## src/rtl/met_pkg.sv

```systemverilog
// ----------------------------------------------------------------------------
// met_pkg
// Shared widths, configuration register indexes and the command and status
// bundles between the controller and the datapath of the escape-time grid.
// ----------------------------------------------------------------------------
package met_pkg;

  localparam int COORD_W = 32;
  localparam int STEP_W  = 31;
  localparam int DIM_W   = 13;
  localparam int ITER_W  = 16;
  localparam int CODE_W  = 17;
  localparam int CFG_W   = 32;
  localparam int IDX_W   = 3;

  localparam logic [IDX_W-1:0] CFG_CENTER_RE    = 3'd0;
  localparam logic [IDX_W-1:0] CFG_CENTER_IM    = 3'd1;
  localparam logic [IDX_W-1:0] CFG_PIXEL_STEP   = 3'd2;
  localparam logic [IDX_W-1:0] CFG_FRAME_WIDTH  = 3'd3;
  localparam logic [IDX_W-1:0] CFG_FRAME_HEIGHT = 3'd4;
  localparam logic [IDX_W-1:0] CFG_MAX_ITER     = 3'd5;

  typedef struct packed {
    logic mul_pt;
    logic pt_im;
    logic ld_cre;
    logic ld_cim;
    logic clr_z;
    logic mul_z;
    logic upd_z;
  } met_cmd_t;

  typedef struct packed {
    logic esc;
    logic lim;
  } met_sts_t;

endpackage

```

## src/rtl/met_raster.sv

```systemverilog
// ----------------------------------------------------------------------------
// met_raster
// Raster walk: effective frame size, position of the pixel in work and the
// position of the next pixel.
// ----------------------------------------------------------------------------
module met_raster
  import met_pkg::*;
#(
  parameter int MAX_SIDE = 4096
) (
  input  logic                          clk,
  input  logic                          rst_n,
  input  logic [DIM_W-1:0]              frame_width,
  input  logic [DIM_W-1:0]              frame_height,
  input  logic                          take,
  input  logic                          restart,
  input  logic                          adv,
  output logic [$clog2(MAX_SIDE):0]     eff_w,
  output logic [$clog2(MAX_SIDE):0]     eff_h,
  output logic [$clog2(MAX_SIDE)-1:0]   cur_x,
  output logic [$clog2(MAX_SIDE)-1:0]   cur_y,
  output logic                          last
);

  localparam int POS_W  = $clog2(MAX_SIDE);
  localparam int SIDE_W = POS_W + 1;

  logic [POS_W-1:0]  col_r, col_nxt;
  logic [POS_W-1:0]  row_r, row_nxt;
  logic [POS_W-1:0]  cur_x_r, cur_y_r;
  logic              last_r;
  logic [SIDE_W-1:0] px, py, py_t, nx, ny;

  always_comb begin
    if (frame_width == '0) begin
      eff_w = SIDE_W'(1);
    end else if (32'(frame_width) > MAX_SIDE) begin
      eff_w = SIDE_W'(MAX_SIDE);
    end else begin
      eff_w = SIDE_W'(frame_width);
    end
    if (frame_height == '0) begin
      eff_h = SIDE_W'(1);
    end else if (32'(frame_height) > MAX_SIDE) begin
      eff_h = SIDE_W'(MAX_SIDE);
    end else begin
      eff_h = SIDE_W'(frame_height);
    end
  end

  // position of the pixel taken now, after a size change
  always_comb begin
    if (SIDE_W'(col_r) >= eff_w) begin
      px   = '0;
      py_t = SIDE_W'(row_r) + SIDE_W'(1);
    end else begin
      px   = SIDE_W'(col_r);
      py_t = SIDE_W'(row_r);
    end
    py = (py_t >= eff_h) ? '0 : py_t;
    if (restart) begin
      px = '0;
      py = '0;
    end
  end

  // next position after the pixel in work
  always_comb begin
    nx      = SIDE_W'(cur_x_r) + SIDE_W'(1);
    ny      = SIDE_W'(cur_y_r) + SIDE_W'(1);
    col_nxt = col_r;
    row_nxt = row_r;
    if (adv) begin
      if (nx >= eff_w) begin
        col_nxt = '0;
        row_nxt = (ny >= eff_h) ? '0 : POS_W'(ny);
      end else begin
        col_nxt = POS_W'(nx);
        row_nxt = cur_y_r;
      end
    end
  end

  always_ff @(posedge clk) begin
    if (!rst_n) begin
      col_r <= '0;
      row_r <= '0;
    end else begin
      col_r <= col_nxt;
      row_r <= row_nxt;
    end
  end

  always_ff @(posedge clk) begin
    if (take) begin
      cur_x_r <= POS_W'(px);
      cur_y_r <= POS_W'(py);
      last_r  <= (px == eff_w - SIDE_W'(1)) && (py == eff_h - SIDE_W'(1));
    end
  end

  assign cur_x = cur_x_r;
  assign cur_y = cur_y_r;
  assign last  = last_r;

endmodule

```

## config.mk

```make
export PLATFORM = sky130hd
export DESIGN_NAME = met_raster
export DESIGN_NICKNAME = d
export VERILOG_FILES = /design/src/rtl/met_pkg.sv /design/src/rtl/met_raster.sv
export SDC_FILE = /design/constraint.sdc
export NUM_CORES = 1
export LEC_CHECK = 0
export ABC_AREA = 0
export BUFFER_PORTS_ARGS = -buffer_cell sky130_fd_sc_hd__buf_2
export CORE_UTILIZATION = 45
export DETAILED_ROUTE_END_ITERATION = 7
export HOLD_SLACK_MARGIN = 0.15
export MAX_ROUTING_LAYER = met4
export PLACE_DENSITY = 0.65
export SLEW_MARGIN = 20
export SYNTH_ARGS = -nofsm -noshare
export SYNTH_HDL_FRONTEND = slang
export SYNTH_SLANG_ARGS = --single-unit
```

## constraint.sdc

```tcl
create_clock -name clk -period 6.4 [get_ports clk]
set_clock_uncertainty 0.2 [all_clocks]
set_input_delay 0.96 -clock clk [delete_from_list [all_inputs] [get_ports clk]]
set_output_delay 0.96 -clock clk [all_outputs]
set_load 0.05 [all_outputs]
```

Word-level counts from Yosys, hierarchy flattened
Cells that the tools add are included.

Input port bits: 31. Word-level logic and storage cells: 33. Output and inout port bits: 51. Bits in registers: 49.

Add/sub/neg operators: 5. Muxes and demuxes: 12. Order comparisons: 6. Reductions and logical operators: 3. Equality and inequality tests: 2.

Operator list (count): $mux 13 (8); $mux 12 (4); $add 12x1->13 const B (3); $ge 13x13->1 (3); $eq 13x13->1 (2); $gt 13x13->1 const B (2); $logic_not 13->1 (2); $sub 13x1->13 const B (2); $ge 12x13->1 (1); $logic_and 1x1->1 (1).

Longest topological paths before layout
Depth after elaboration: 10. Mapped depth: 27. Gate-level depth less buffers: 22.

Worst setup path before layout
Ideal clock, no wire load.

Kind: input to register. Start point: input frame_width[8]. End point: register last_r (netlist: last), data pin. Path slack: 0.119 ns. Required time: 6.030 ns. Data arrival time: 5.912 ns. Cell stages on the path: 23. Buffers on the path: 2. Cells stage by stage: or4_4 > and4bb_1 > o21ai_2 > inv_1 > ha_1 > nand2_1 > nor3_1 > o21ba_1 > buf_6 > o31ai_1 > xor2_1 > inv_1 > ha_1 > a2111oi_2 > o21ai_1 > nand4_1 > a31oi_1 > or2_0 > clkbuf_1 > o2bb2ai_1 > or4_1 > o31a_1 > nor4_2.

Cells in the longest elaborated chain, start to end: 10.

RTL lines: start, declared (line met_raster.sv:13) `input logic [DIM_W-1:0] frame_width,`; $gt 13x13->1 (line met_raster.sv:37) `end else if (32'(frame_width) > MAX_SIDE) begin`; $mux 13 (line met_raster.sv:37); $mux 13 (*) (line met_raster.sv:35) `if (frame_width == '0) begin`; named net eff_w[0] (line met_raster.sv:18) `output logic [$clog2(MAX_SIDE):0] eff_w,`; $ge 12x13->1 (line met_raster.sv:53) `if (SIDE_W'(col_r) >= eff_w) begin`; $mux 13 (line met_raster.sv:53); $ge 13x13->1 (line met_raster.sv:60) `py = (py_t >= eff_h) ? '0 : py_t;`; $mux 13 (line met_raster.sv:60); $mux 13 (line met_raster.sv:61) `if (restart) begin`; $eq 13x13->1 (line met_raster.sv:98) `last_r <= (px == eff_w - SIDE_W'(1)) && (py == eff_h - SIDE_W'(1));`; $logic_and 1x1->1 (*) (line met_raster.sv:98); end signal, assigned (line met_raster.sv:98); end, declared (line met_raster.sv:31) `logic last_r;`.

Mark *: on every way through the listed nets, which the timed path passes. The rest lies on a longest branch. A chain may end at the register's enable or synchronous reset.

Final worst setup path
Start point: input frame_width[8]. End point: register last_r (netlist: last), data pin.

Cells in the longest elaborated chain, start to end: 10.

RTL lines (line): $gt 13x13->1 (met_raster.sv:37); $mux 13 (met_raster.sv:37); $mux 13 (*) (met_raster.sv:35); $ge 12x13->1 (met_raster.sv:53); $mux 13 (met_raster.sv:53); $ge 13x13->1 (met_raster.sv:60); $mux 13 (met_raster.sv:60); $mux 13 (met_raster.sv:61); $eq 13x13->1 (met_raster.sv:98); $logic_and 1x1->1 (*) (met_raster.sv:98).

Every way passes the cells marked *; elsewhere a longest branch is shown, timed or not.

==> summary.txt <==
Status
  – Outcome: finished with violations
  – Violated checks: DRC

Run
  – Max Cap Viol: 0

Floorplan
  – Die height: 112 um
  – Total core area: 11600 um^2
  – # IOs: between 80 and 90
  – Full die area: ~13000 um^2
  – Initial core utilization: 46.9%
  – Row count: 39
  – Die span in x: 112 um

Clock tree
  – CTS Buf Count: 5
  – Reg clk slew, reported paths: 0.07 ns
  – CTS Buffer Depth: 2
  – Worst-Skew Late Latency: 0.30 ns
  – H-tree depth: 2
  – CTS tree: yes
  – Hold_buf cts: 0
  – Root buffer cell: clkbuf_16
  – Clk sinks: 49

Timing
  – Final Setup Violations: 0
  – Final TNS setup: 0 ns
  – Worst slew pin tran: 0.929 ns
  – Final WS setup: between 0.4 and 0.5 ns
  – Fmax: 168 MHz
  – Hold Violations, Final: 0
  – Final period utilization: 93.1%
  – RSZ-0062 raised after global routing: no
  – Max Slew Vio Count: 0
  – Max_slew headroom: a little under two fifths
  – Crit path time final: 5.96 ns

Routing
  – Routed WL per cell: between 15 and 20 um
  – Remaining antenna violation count after routing: 0
  – Vias per cell: 6.19
  – Starting DRC count in detailed routing: 606
  – Detailed-route via count: 5626
  – Drc violations: 4
  – Post-Route WL: 17700 um
  – DRT Pass-1 Iters: 7

Hold path
  – Hold Path Depth: 2
  – Worst Hold Endpoint: col_r[11]
  – Min-delay src: col_r[11]
  – HP Class: register to register

Global route
  – Total GRT Usage: 29.2%
  – Total grt overflow: 0
  – Vias in the first global route: 5102
  – First-pass GRT wire length: 28100 um
  – Initial antenna violation count: 0
  – Largest net degree at the start of global routing: 53

Logic synthesis
  – Synth warn: 0
  – Mapped Area: about 5500 um^2
  – Most common library cells after synthesis: nand2_1, ha_1, inv_1, nand3_1, nor2_1
  – Synth top area share: 13.8%
  – Syn nets: 763
  – EDFF count, synth: 25
  – Seq/Total Area, Yosys: 22.6%
  – Largest area contributor in the netlist: edfxtp_1
  – Syn Area/Cell: about 8 um^2
  – Cell count after synthesis: 676
  – Post-synth cell types: 82
  – Most common cell in the synthesized netlist: nand2_1
  – Most common flop cell mapped by yosys: edfxtp_1
  – Async S/R FF share, synth: 0%
  – Synth Register Bits: 49
  – Synth area leaders: edfxtp_1, ha_1, dfxtp_1, nand2_1, nand3_1

Setup path
  – Setup crit start kind: input pin
  – Crit path capture type: register
  – Critical path class: input pin to register
  – Reg2reg setup slack: 1.35 ns
  – Depth of the most critical reg-to-reg path: 14
  – Reg2reg end: last
  – FF-to-FF Start: col_r[2]
  – Crit-path max FO: 9
  – Required @ worst endpoint: 6.33 ns
  – Crit path DAT: 5.89 ns

Power
  – Peak supply drop: 0.102 mV
  – Power Dens Cells: 172 nW/um^2
  – LEAKAGE: between 2 and 3 nW

Placement
  – Hpwl dp: around 14000 um
  – Number of port buffers: 81
  – Setup WS pre-CTS: 0.117 ns
  – Routability Congestion: 1.00

Finish
  – Layout cell share with drive strength beyond 1: between 10% and 20%
  – Nets@finish: 852
  – Syn-to-layout area delta: 15.6%
  – N_diodes: 0
==> through the flow <==
| stage | util (%) | power, mW | area, um^2 | std cells | hold slack (ns) |
|---|---|---|---|---|---|
| floorplan | - | 0.671 | 5450 | 676 | 0.271 |
| global placement | 52.9 | 0.799 | 6140 | 901 | 0.303 |
| detailed placement | 52.9 | 0.807 | 6140 | 901 | 0.315 |
| CTS | 54.2 | 1.08 | 6290 | 909 | 0.334 |
| global route | 54.3 | 1.14 | 6300 | 909 | 0.356 |
| finish | 54.3 | 1.09 | 6300 | 909 | 0.332 |
==> cells by family after synthesis <==
group                    synth area share [%]
buffers and inverters                    5.79
AO/OA/AOI/OAI                            24.2
adder cells (fa/ha/maj)                  12.9
flip-flops                               22.6
multiplexers                             1.12
XOR/XNOR                                 6.20
AND/OR/NAND/NOR                          27.2
==> power breakdown <==
group / internal, mW / switching (mW) / total (mW)
Clock: 0.148 / 0.128 / 0.276
Sequential: 0.353 / 0.0361 / 0.389
Combinational: 0.149 / 0.272 / 0.421
==> cells in the final DEF, fill, tap and decap left out, types with 14 or more instances in the layout <==
cell type / synthesis / final
a21boi_0: 16 / 16
a21oi_1: 26 / 26
a31oi_1: 14 / 14
and3_1: 14 / 14
buf_2: 3 / 81
buf_4: 3 / 33
dfxtp_1: 24 / 24
edfxtp_1: 25 / 25
ha_1: 56 / 56
inv_1: 44 / 44
nand2_1: 59 / 59
nand2b_1: 22 / 22
nand3_1: 44 / 44
nor2_1: 38 / 38
o21ai_0: 30 / 30
xnor2_1: 19 / 19
xor2_1: 17 / 17
==> worst max path at each step <==
| stage | start | endpoint | slack [ns] | cells after the start |
|---|---|---|---|---|
| 2_1_floorplan | frame_width[8] | last | 0.12 | 23 |
| 3_3_place_gp | frame_width[8] | last | 0.19 | 23 |
| 3_5_place_dp | frame_width[5] | last | 0.12 | 23 |
| 4_1_cts | frame_width[5] | last | 0.42 | 23 |
| 5_1_grt | frame_width[8] | last | 0.01 | 23 |
| 6_report | frame_width[8] | last | 0.44 | 23 |
==> cell type report <==
cell class / count / area (um^2)
clock buffers: 5 / 125
clock inverters: 3 / 25.0
fillers: 1120 / 5310
inverters: 46 / 173
multi-input cells: 549 / 3920
flip-flops and latches: 49 / 1230
well taps: 143 / 179
repair buffers: 114 / 653
==> flip-flops by register name, summed over array words and instances (netlist names) <==
register  count
col_r        12
cur_x        12
cur_y        12
last          1
row_r        12
==> worst max-delay path, stage by stage <==
cell and delay [ns]:
buf_2 0.13, or4_4 0.54, and4bb_1 0.28, o21ai_2 0.06, inv_1 0.09, ha_1 0.23
nand2_1 0.06, nor3_1 0.05, o21ba_1 0.29, buf_4 0.19, o31ai_1 0.27, xor2_1 0.22
inv_1 0.06, ha_1 0.19, a2111oi_2 0.34, o21ai_1 0.11, nand4_1 0.12, a31oi_1 0.10
or2_1 0.36, o2bb2ai_1 0.19, or4_1 0.51, o31a_1 0.26, nor4_2 0.25
==> repair_timing <==
action                     4_1_cts  5_1_grt
resized for setup                0        3
setup endpoints to repair        0        1
hold endpoints to repair         0        0
setup buffers                    0        0
==> per-layer routing <==
metal  track usage, %  share of wire [%]  up-vias
met2             41.5                 42      215
met5                -                  0        -
met3             2.75                7.4       20
met1             44.5                 49     2694
met4             6.40                1.5        0
li1                 -                  -     2697
Power figures use the tool's default switching activity.
