==> src/rtl/met_pkg.sv <==
// ----------------------------------------------------------------------------
// met_pkg
// Shared widths, configuration register indexes and the command and status
// bundles between the controller and the datapath of the escape-time grid.
// ----------------------------------------------------------------------------
package met_pkg;

  localparam int COORD_W = 32;
  localparam int STEP_W  = 31;
  localparam int DIM_W   = 13;
  localparam int ITER_W  = 16;
  localparam int CODE_W  = 17;
  localparam int CFG_W   = 32;
  localparam int IDX_W   = 3;

  localparam logic [IDX_W-1:0] CFG_CENTER_RE    = 3'd0;
  localparam logic [IDX_W-1:0] CFG_CENTER_IM    = 3'd1;
  localparam logic [IDX_W-1:0] CFG_PIXEL_STEP   = 3'd2;
  localparam logic [IDX_W-1:0] CFG_FRAME_WIDTH  = 3'd3;
  localparam logic [IDX_W-1:0] CFG_FRAME_HEIGHT = 3'd4;
  localparam logic [IDX_W-1:0] CFG_MAX_ITER     = 3'd5;

  typedef struct packed {
    logic mul_pt;
    logic pt_im;
    logic ld_cre;
    logic ld_cim;
    logic clr_z;
    logic mul_z;
    logic upd_z;
  } met_cmd_t;

  typedef struct packed {
    logic esc;
    logic lim;
  } met_sts_t;

endpackage

==> src/rtl/met_ctrl.sv <==
// ----------------------------------------------------------------------------
// met_ctrl
// Controller: takes a request, sequences point setup and the iteration
// rounds, and hands the finished pixel to the output register.
// ----------------------------------------------------------------------------
module met_ctrl
  import met_pkg::*;
(
  input  logic     clk,
  input  logic     rst_n,
  input  logic     in_valid,
  input  logic     out_free,
  input  met_sts_t sts,
  output logic     in_stall,
  output logic     take,
  output logic     adv,
  output logic     ld_out,
  output met_cmd_t cmd
);

  localparam logic [2:0] S_IDLE  = 3'd0;
  localparam logic [2:0] S_PT_RE = 3'd1;
  localparam logic [2:0] S_PT_IM = 3'd2;
  localparam logic [2:0] S_INIT  = 3'd3;
  localparam logic [2:0] S_MUL   = 3'd4;
  localparam logic [2:0] S_TEST  = 3'd5;
  localparam logic [2:0] S_OUT   = 3'd6;

  logic [2:0] state_r, state_nxt;

  always_comb begin
    state_nxt = state_r;
    cmd       = '0;
    take      = 1'b0;
    adv       = 1'b0;
    ld_out    = 1'b0;
    case (state_r)
      S_IDLE: begin
        if (in_valid) begin
          take      = 1'b1;
          state_nxt = S_PT_RE;
        end
      end
      S_PT_RE: begin
        cmd.mul_pt = 1'b1;
        adv        = 1'b1;
        state_nxt  = S_PT_IM;
      end
      S_PT_IM: begin
        cmd.mul_pt = 1'b1;
        cmd.pt_im  = 1'b1;
        cmd.ld_cre = 1'b1;
        state_nxt  = S_INIT;
      end
      S_INIT: begin
        cmd.ld_cim = 1'b1;
        cmd.clr_z  = 1'b1;
        state_nxt  = S_MUL;
      end
      S_MUL: begin
        cmd.mul_z = 1'b1;
        state_nxt = S_TEST;
      end
      S_TEST: begin
        if (sts.esc || sts.lim) begin
          state_nxt = S_OUT;
        end else begin
          cmd.upd_z = 1'b1;
          state_nxt = S_MUL;
        end
      end
      S_OUT: begin
        if (out_free) begin
          ld_out    = 1'b1;
          state_nxt = S_IDLE;
        end
      end
      default: begin
        state_nxt = S_IDLE;
      end
    endcase
  end

  always_ff @(posedge clk) begin
    if (!rst_n) begin
      state_r <= S_IDLE;
    end else begin
      state_r <= state_nxt;
    end
  end

  assign in_stall = (state_r != S_IDLE);

endmodule
==> config.mk <==
export PLATFORM = sky130hd
export DESIGN_NAME = met_ctrl
export DESIGN_NICKNAME = d
export VERILOG_FILES = /design/src/rtl/met_pkg.sv /design/src/rtl/met_ctrl.sv
export SDC_FILE = /design/constraint.sdc
export NUM_CORES = 1
export LEC_CHECK = 0
export BUFFER_PORTS_ARGS = -buffer_cell sky130_fd_sc_hd__buf_2
export CAP_MARGIN = 25
export CORE_AREA = 5 5 42 44
export CTS_BUF_LIST = sky130_fd_sc_hd__clkbuf_8
export DETAILED_ROUTE_END_ITERATION = 8
export DIE_AREA = 0 0 47 49
export PLACE_DENSITY_LB_ADDON = 0.2
export SLEW_MARGIN = 20
export SYNTH_ARGS = -nofsm -noshare
export SYNTH_HDL_FRONTEND = slang
export SYNTH_SLANG_ARGS = --single-unit
export TNS_END_PERCENT = 100
==> constraint.sdc <==
create_clock -name clk -period 3.32 [get_ports clk]
set_input_delay 0.166 -clock clk [delete_from_list [all_inputs] [get_ports clk]]
set_output_delay 0.166 -clock clk [all_outputs]
set_load 0.05 [all_outputs]
### Yosys cells after proc, flatten, opt, wreduce, memory -nomap -nowiden

Index checks and enable logic that the tools add are counted.

* output and inout port bits: 11
* bits of input ports: 6
* register bits after elaboration: 3
* word-level logic and storage cells: 29

* multiplexer cells: 15
* equality and inequality tests: 8
* reduce and logical (&&, ||, !) cells: 5

Operators with widths (number)
* $pmux W3 S7: 1
* $eq A3 B3 Y1 const B: 3
* $mux W1: 9
* $eq A3 B2 Y1 const B: 2
* $mux W2: 3
* $mux W3: 2
* $ne A2 B2 Y1 const B: 2
* $eq A3 B1 Y1 const B: 1
* $logic_not A3 Y1: 1
* $reduce_bool A3 Y1: 1
* $reduce_and A2 Y1: 1
* $reduce_or A2 Y1: 1
* $logic_or A1 B1 Y1: 1

### Depth between registers and ports, before layout

Gate-level depths: netlist (run 1).

* depth in word-level cells: 3
* gate-level depth with buffers: 4
* mapped depth without buffers: 3

### Worst setup path after synthesis (run 1)

No wires, ideal clock.

* kind: register to output
* start point: register state_r[2]
* end point: output port cmd[5] (netlist name)
* slack: 1047 ps
* data required time: 3154 ps
* buffers on the path: 2
* arrival: 2107 ps
* stages on the path, launching flop included: 4
* cell sequence: dfxtp_1 > clkbuf_1 > nor3b_1 > buf_4

RTL lines
* start: declaration: RTL line met_ctrl.sv:29 `logic [2:0] state_r, state_nxt;`
* start signal: assignment: RTL line met_ctrl.sv:88 `state_r <= state_nxt;`
* end: declaration: RTL line met_ctrl.sv:18 `output met_cmd_t cmd`

### Worst setup path in the final report (run 1)

* start point: register state_r[2]
* end point: output port take

* word-level cells in the longest chain between the ends: 2

Ends and longest elaborated chain
* $logic_not A3 Y1: RTL line met_ctrl.sv:37 `case (state_r)`
* $mux W1: RTL line met_ctrl.sv:37
* end: declaration: RTL line met_ctrl.sv:15 `output logic take,`

No other way between the ends.

==> results of run 1 <==
metal layers:
| layer | routed length [um] | global-route usage, % |
|---|---|---|
| met1 | 294 | 7.46 |
| met2 | 245 | 7.24 |
| met3 | 58 | 3.32 |
| met4 | 15 | 6.91 |
| met5 | 0 | 0 |
per-stage QoR:
| step | setup WS (ps) | area (sq um) | hold WS, ps | util [%] |
|---|---|---|---|---|
| final | 1750 | 365 | 184 | 26.1 |
| after global routing | 1670 | 365 | 212 | 26.1 |
| after CTS | 1750 | 365 | 181 | 26.1 |
| after detailed placement | 1980 | 320 | 402 | 22.9 |
| after global placement | 2000 | 320 | 418 | 22.9 |
| after floorplan | 1050 | 255 | 283 | - |
path summary, 6_finish.rpt:
path / slack [ps] / start / endpoint
worst max-delay path: 1750 / state_r[2] / take
worst min register to register: 720 / state_r[0] / state_r[0]
worst max register to register: 2120 / state_r[2] / state_r[1]
worst min-delay path: 180 / rst_n / state_r[2]
critical path, cell delays in order (launching register included):
cell and delay (ps):
dfxtp_1 400, or3_4 430, nor2_1 90, buf_2 260
kinds of logic (layout without fill, tap and decap cells):
logic type	Yosys count	count (layout)	share of synthesized area, %
DFF	3	3	23.5
buffers and inverters	6	21	15.2
and+or+nand+nor	18	18	42.6
xor gates and xnor gates	1	1	3.43
AOI/OAI and AO/OA	5	5	15.2
final cells by class:
cell class	count	area share, %
clock buffer	3	11.3
clock inverter	1	1.03
timing repair buffer	16	21.9
sequential	3	16.4
tap	16	5.48
inverter	1	1.03
multi-input combinational	24	42.8
where the power goes:
part           switching (uW)  internal, uW
clock                    25.0          78.8
sequential               14.1          41.7
combinational            94.5          38.0
total                     134           158
cells in the final DEF (no fill, tap or decap):
cell      count
o21a_1        1
o221a_1       1
buf_2        16
and2_1        1
o21ai_0       1
nor2_1        6
and4b_1       1
o22ai_1       1
dfxtp_1       3
nor3b_1       3
nand2b_1      1
nand2_1       3
inv_1         2
clkbuf_8      3
a21oi_2       1
nand3b_1      1
xnor2_1       1
or3_4         2
==> flow_metrics.py, run 1 <==
metrics = {
    "outcome": {
        "status": "finished clean",
    },
    "final_layout": {
        "seqCellArea_sq_um": 60.1,
        "reg_top3": "state_r x3",
        "syn_to_final_growth_pct": 43.1,
        "regMostFlops": "state_r",
        "layout-drive-gt1-share_pct": 45.8,
        "fillerInstances": 169,
        "layout.cells.non_filler": 64,
        "n_antenna_cell": 0,
        "multi_input_area_sq_um": 156,
        "layout.nets": 55,
        "largest_reg_flops": 3,
    },
    "detailed_routing": {
        "drc": 0,
        "antenna_left": 0,
        "wirelength_um": 614,
        "vias": 264,
        "dr.pass1.iters": 2,
        "vias_per_cell": 4.13,
        "wl_per_cell_um": 9.59,
        "drt-initial-drc-count": 1,
    },
    "sta": {
        "hold_viol": 0,
        "max_freq_mhz": 637,
        "setup_viol": 0,
        "fin_skew_ps": 0.152,
        "setup-tns-final_ps": 0,
        "rsz0062_at_grt": "false",
        "slew_headroom_pct": 76.0,
        "tightestPinTransition_ps": 359,
        "period_minus_slack_ps": 1570,
        "fin_crit_sh_pct": 47.3,
        "slew_violations": 0,
    },
    "job": {
        "max_cap_viol_count": 0,
    },
    "worst_setup_path": {
        "arrival_ps": 1400,
        "worstPathRequired_ps": 3150,
        "critical_path_peak_fanout": 12,
        "end_kind": "primary output",
        "worstSetupPathType": "reg2out",
        "reg2regPathDepth": 3,
        "startpoint_type": "flip-flop",
    },
    "clocking": {
        "clkSlewWorstSetupHoldPaths_ps": 30,
        "cts_root_buf": "clkbuf_8",
        "clkSinkCount": 3,
        "clk-insertion-delay-late_ps": 220,
        "cts_max_level": 1,
        "cts_resized": 0,
        "cts_tree": "done",
        "cts_buffer_depth": 2,
        "cts_hold_buffers": 0,
        "cts_setup_buffers": 0,
        "cts_buffers": 3,
    },
    "grt": {
        "grt_overflow": 0,
        "grt_pass1_vias": 237,
        "grt_antenna_before_repair": 0,
        "grt_pass1_wl_um": 966,
        "track_usage_pct": 6.33,
        "grt_max_degree": 13,
    },
    "yosys": {
        "syn_nets": 39,
        "synth_commonest_cells": "nor2_1, dfxtp_1, nand2_1, nor3b_1",
        "synth-edff-count": 0,
        "syn_area_per_cell_sq_um": 7.73,
        "ys_ff_latch": 3,
        "synthFlopType": "dfxtp_1",
        "synth_cell_types": 20,
        "synth_area_sq_um": 255,
        "yosys.cell_count.top_type": "nor2_1",
        "synthCells": 33,
        "yosysTopAreaCellShare_pct": 23.5,
        "yosys.area.top_type": "dfxtp_1",
        "synth_seq_area_share_pct": 23.5,
        "yosys_warnings": 0,
        "async_flop_share_pct": 0,
        "synthTopCellsByArea": "dfxtp_1, nor2_1, nor3b_1, or3_4, buf_4",
    },
    "floorplanning": {
        "core_area_sq_um": 1400,
        "die-area_sq_um": 2300,
        "die_w_um": 47,
        "num_rows": 14,
        "die_height_um": 49,
        "start_util_pct": 18.2,
        "io_pins": 17,
    },
    "placed_design": {
        "dp_hpwl_um": 472,
        "place_congestion": 0.704,
        "numPortBuffers": 16,
        "placed_cells": 60,
    },
    "power_and_ir_drop": {
        "peakVddDrop_mv": 0.227,
        "powerDensity_nw_per_um2": 799,
        "total_power_uw": 292,
        "leakagePower_uw": 0.000183,
    },
    "min_path": {
        "whs_path_depth": 2,
        "hold_class": "in2reg",
    },
}
Power figures use the tool's default switching activity.
==> run 2: changes to the inputs <==
Settings changed: ABC_AREA set to 1.
Clock period 3.32 ns to 1.6 ns, I/O delays scaled along.
==> run 2 against run 1 <==
Effect of this change: design area is 2.4% lower; final cell count is 11% higher; hold slack worse by 45 ps; routed wire length is 4.6% lower; non-clock buffer count stayed put; utilization is 0.62 points lower; clock-buffer cell count stayed put; clock skew is 1.4 ps higher; area after synthesis is 16% lower; via count is 3.8% higher.
==> flow_metrics.py, run 2 <==
metrics = {
    "yosys": {
        "yosys_warnings": 0,
        "async_flop_share_pct": 0,
        "syn_area_per_cell_sq_um": 5.78,
        "ys_ff_latch": 3,
        "synthTopCellsByArea": "dfxtp_1, inv_1, nor2_1, nand3_1, buf_4",
        "yosys.area.top_type": "dfxtp_1",
        "yosys.cell_count.top_type": "inv_1",
        "synth_area_sq_um": 214,
        "synth_seq_area_share_pct": 28.1,
        "synthFlopType": "dfxtp_1",
        "synthCells": 37,
        "synth-edff-count": 0,
        "synth_cell_types": 12,
        "syn_nets": 43,
        "synth_commonest_cells": "inv_1, nor2_1, nand2_1, nand3_1, dfxtp_1",
        "yosysTopAreaCellShare_pct": 28.1,
    },
    "sta": {
        "fin_crit_sh_pct": 84.4,
        "slew_violations": 0,
        "rsz0062_at_grt": "false",
        "tightestPinTransition_ps": 251,
        "period_minus_slack_ps": 1350,
        "hold_viol": 0,
        "hold_ws_ps": 139,
        "max_freq_mhz": 741,
        "setup-tns-final_ps": 0,
        "fin_skew_ps": 1.53,
        "setup_viol": 0,
        "slew_headroom_pct": 83.4,
    },
    "final_layout": {
        "layout_common_cells": "buf_2, inv_1, nor2_1, nand3_1, nand2_1",
        "syn_to_final_growth_pct": 66.7,
        "n_antenna_cell": 0,
        "layout.nets": 62,
        "layout.cells.non_filler": 71,
        "largest_reg_flops": 3,
        "final_area_sq_um": 357,
        "mostFrequentLayoutCell": "buf_2",
        "reg_top3": "state_r x3",
        "layout-drive-gt1-share_pct": 43.6,
        "regMostFlops": "state_r",
    },
    "worst_setup_path": {
        "critical_path_peak_fanout": 5,
        "reg2reg_slack_ps": 620,
        "end_kind": "primary output",
        "path_cells": "inv_1, nand2_1, nor2_1, inv_1, nor2_2, buf_2",
        "reg2regPathDepth": 5,
        "cpPeakStageDelay_ps": 340,
        "worstPathRequired_ps": 1520,
        "worstSetupPathType": "reg2out",
        "cp-startpoint": "state_r[0]",
        "arrival_ps": 1270,
        "cp_common_cell": "inv_1",
        "reg2reg_to": "state_r[1]",
        "startpoint_type": "flip-flop",
        "r2r-start": "state_r[0]",
        "critPathSlowestCell": "dfxtp_1",
    },
    "grt": {
        "grt_overflow": 0,
        "grt_max_degree": 7,
        "grt_antenna_before_repair": 0,
        "track_usage_pct": 5.63,
        "grt_pass1_vias": 247,
        "grt_pass1_wl_um": 917,
    },
    "min_path": {
        "whs_path_depth": 3,
        "hold_class": "in2reg",
        "min_from": "rst_n",
        "hold_end": "state_r[2]",
    },
    "clocking": {
        "cts_max_level": 1,
        "cts_tree": "done",
        "cts_buffer_depth": 2,
        "cts_buffers": 3,
        "cts_resized": 0,
        "cts_hold_buffers": 0,
        "clkSinkCount": 3,
        "cts_root_buf": "clkbuf_8",
        "clk-insertion-delay-late_ps": 210,
        "clkSlewWorstSetupHoldPaths_ps": 30,
        "cts_setup_buffers": 0,
    },
    "power_and_ir_drop": {
        "peakVddDrop_mv": 0.664,
        "total_power_uw": 507,
        "leakagePower_uw": 0.000231,
        "powerDensity_nw_per_um2": 1420,
    },
    "floorplanning": {
        "die_height_um": 49,
        "io_pins": 17,
        "die_w_um": 47,
        "core_area_sq_um": 1400,
        "die-area_sq_um": 2300,
        "start_util_pct": 15.3,
        "num_rows": 14,
    },
    "detailed_routing": {
        "wl_per_cell_um": 8.25,
        "drc": 0,
        "vias": 274,
        "drt-initial-drc-count": 2,
        "wirelength_um": 586,
        "antenna_left": 0,
        "dr.pass1.iters": 3,
        "vias_per_cell": 3.86,
    },
    "placed_design": {
        "placed_cell_area_sq_um": 312,
        "numPortBuffers": 16,
        "dp_hpwl_um": 501,
        "placed_cells": 67,
        "place_congestion": 0.669,
    },
    "job": {
        "max_cap_viol_count": 0,
    },
    "outcome": {
        "status": "finished clean",
    },
}
==> run 2: cell types whose count changed in the layout (fill, tap and decap cells not counted), sizes merged, moves of 2 or more <==
cell,delta
or3,-2
nand4,+2
nand3,+4
nand2,+2
inv,+10
nor3b,-3
nor3,+2
==> run 2: stage by stage <==
stage	setup WS [ps]	util, %
final	250	25.4
after detailed placement	462	22.2
after global routing	135	25.4
after CTS	232	25.4
after floorplan	197	-
after global placement	466	22.2
==> run 2: kinds of logic (layout without fill, tap and decap cells) <==
kind of cell           count (synthesis)  after routing  share of synthesized area [%]
AO/OA/AOI/OAI                          2              2                           5.26
buffers and inverters                 13             31                           26.3
AND/OR/NAND/NOR                       19             19                           40.3
flip-flops                             3              3                           28.1
==> run 2: how the worst max path moves through the flow <==
stage | end | slack, ps | cells after the start
final | take | 250 | 6
after CTS | take | 230 | 6
after global placement | take | 470 | 6
after detailed placement | take | 460 | 6
after floorplan | take | 200 | 5
after global routing | take | 140 | 6
==> run 2: report_power, final <==
| part | switching [uW] | internal [uW] |
|---|---|---|
| Clock | 46.1 | 163 |
| Sequential | 10.8 | 84.1 |
| Combinational | 160 | 43.4 |
==> run 2: layout make-up <==
cell class	count	area, sq um
Fill cell	175	1040
Multi-Input combinational cell	21	110
Timing Repair Buffer	16	80.1
Sequential cell	3	60.1
Clock buffer	3	41.3
Inverter	11	41.3
Tap cell	16	20.0
Clock inverter	1	3.75
==> run 2: critical path: cells and delay by family, from the launching register on <==
family                 cells  cell delay, ps
buffers and inverters      3             460
and+or+nand+nor            3             270
DFF                        1             340
==> run 2: layer usage <==
metal | GRT usage (%) | share of wire, % | up-vias | wire length (um)
li1 | - | - | 146 | -
met2 | 7.69 | 43 | 13 | 253
met5 | 0 | 0 | - | 0
met1 | 5.93 | 42 | 115 | 249
met3 | 3.69 | 14 | 0 | 83
met4 | 4.15 | 0 | 0 | 0
==> run 3: changes to the inputs <==
Clock period 1.6 ns to 1.1 ns, I/O delays scaled along.
==> run 3 against run 2 <==
Effect of this change: the flow now finishes with violations (setup timing); sequential power up 41%; combinational power increased by 130%; die area did not move; flip-flop and latch count unchanged; largest cell class is now buffers.
==> flow_metrics.py, run 3 (synthesis gave the netlist of run 2 again) <==
metrics = {
    "outcome": {
        "status": "finished, violations left",
        "violations": "setup timing",
    },
    "floorplanning": {
        "start_util_pct": 15.3,
        "die-area_sq_um": 2300,
        "io_pins": 17,
        "die_w_um": 47,
        "core_area_sq_um": 1400,
        "num_rows": 14,
        "die_height_um": 49,
    },
    "sta": {
        "fin_skew_ps": 1.52,
        "max_freq_mhz": 879,
        "setup-tns-final_ps": -141,
        "hold_viol": 0,
        "slew_headroom_pct": 83.4,
        "setup_viol": 8,
        "period_minus_slack_ps": 1140,
        "fin_crit_sh_pct": 103,
        "slew_violations": 0,
        "tightestPinTransition_ps": 251,
        "rsz0062_at_grt": "true",
        "fin_ws_ps": -38.1,
    },
    "worst_setup_path": {
        "path_cells": "inv_2, nand2_1, nor2_2, inv_2, nor2_4, buf_8",
        "end_kind": "primary output",
        "reg2reg_to": "state_r[1]",
        "critPathSlowestCell": "dfxtp_2",
        "critical_path_peak_fanout": 2,
        "arrival_ps": 1080,
        "cp-startpoint": "state_r[0]",
        "r2r-start": "state_r[2]",
        "cpPeakStageDelay_ps": 310,
        "reg2regPathDepth": 5,
        "worstSetupPathType": "reg2out",
        "startpoint_type": "flip-flop",
        "crit_end": "take",
        "worstPathRequired_ps": 1040,
        "reg2reg_slack_ps": 170,
        "cp_common_cell": "inv_2",
    },
    "detailed_routing": {
        "drt-initial-drc-count": 3,
        "antenna_left": 0,
        "dr.pass1.iters": 2,
        "drc": 0,
        "vias_per_cell": 3.81,
        "vias": 293,
        "wl_per_cell_um": 8.79,
        "wirelength_um": 677,
    },
    "grt": {
        "grt_max_degree": 7,
        "grt_overflow": 0,
        "grt_pass1_vias": 297,
        "track_usage_pct": 6.76,
        "grt_antenna_before_repair": 0,
        "grt_pass1_wl_um": 1150,
    },
    "clocking": {
        "cts_tree": "done",
        "cts_buffers": 3,
        "clkSlewWorstSetupHoldPaths_ps": 30,
        "cts_buffer_depth": 2,
        "cts_max_level": 1,
        "clkSinkCount": 3,
        "cts_root_buf": "clkbuf_8",
        "clk-insertion-delay-late_ps": 210,
    },
    "final_layout": {
        "layout-drive-gt1-share_pct": 70.5,
        "reg_top3": "state_r x3",
        "layout_common_cells": "buf_6, inv_1, buf_2",
        "mostFrequentLayoutCell": "buf_6",
        "n_antenna_cell": 0,
        "layout.nets": 68,
        "fillerInstances": 158,
        "syn_to_final_growth_pct": 154,
        "largest_reg_flops": 3,
        "regMostFlops": "state_r",
    },
    "min_path": {
        "hold_class": "in2reg",
    },
    "placed_design": {
        "numPortBuffers": 16,
        "place_congestion": 0.719,
        "dp_slack_ps": 69.5,
        "dp_hpwl_um": 542,
    },
    "power_and_ir_drop": {
        "leakagePower_uw": 0.000263,
        "peakVddDrop_mv": 0.744,
        "powerDensity_nw_per_um2": 1680,
    },
    "job": {
        "max_cap_viol_count": 0,
    },
}
-- run 3: cell types whose count changed in the layout (fill, tap and decap cells not counted), moves of 4 or more --
cell	before	now
buf_6	0	8
inv_1	11	6
buf_2	16	6
buf_8	0	4
buf_4	0	4
-- run 3: worst min path at each step --
stage,from,to,depth (start not counted)
2_1_floorplan,rst_n,state_r[2],2
3_3_place_gp,rst_n,state_r[2],3
3_5_place_dp,rst_n,state_r[2],3
4_1_cts,rst_n,state_r[1],3
5_1_grt,rst_n,state_r[2],3
6_report,rst_n,state_r[1],3
-- run 3: critical path: cells and delay by family (launching register included) --
kind,cells,cell delay [ps]
buf+inv,3,260
flops,1,310
simple gates,3,300
-- run 3: power breakdown --
| part | internal, uW | leakage, uW | switching [uW] | total (uW) |
|---|---|---|---|---|
| registers | 124 | 0.0000261 | 10.1 | 134 |
| clock network | 237 | 0.0000269 | 66.9 | 304 |
| logic | 182 | 0.000210 | 293 | 474 |
| total | 542 | 0.000263 | 370 | 912 |
-- run 3: per-stage QoR --
step	hold slack [ps]	power, uW	cells	area [sq um]	util, %
after floorplan	179	412	37	260	-
after global placement	323	503	72	372	26.5
after detailed placement	317	499	72	372	26.5
after CTS	89.5	922	77	534	38.1
after global routing	138	964	77	544	38.8
final	98.2	912	77	544	38.8
-- run 3: routing by layer --
metal	up-vias	wire, um	track usage (%)
met5	-	0	0
met4	0	0	4.15
met3	0	33	2.21
met2	5	381	10.2
met1	130	262	7.89
li1	158	-	-
-- run 3: area by class of cell --
type / instances / area (sq um) / share of cell area [%]
clock buffer: 3 / 41.3 / 7.59
clock inverter: 1 / 3.75 / 0.690
inverter: 11 / 48.8 / 8.97
multi-input combinational: 21 / 154 / 28.3
sequential: 3 / 66.3 / 12.2
tap: 16 / 20.0 / 3.68
timing repair buffer: 22 / 210 / 38.6
-- run 3: what timing repair did --
item	in CTS	in global routing
buffers inserted	1	0
hold buffers	0	0
endpoints found under the setup margin	11	11
pin swaps	2	0
gates resized for setup	34	2
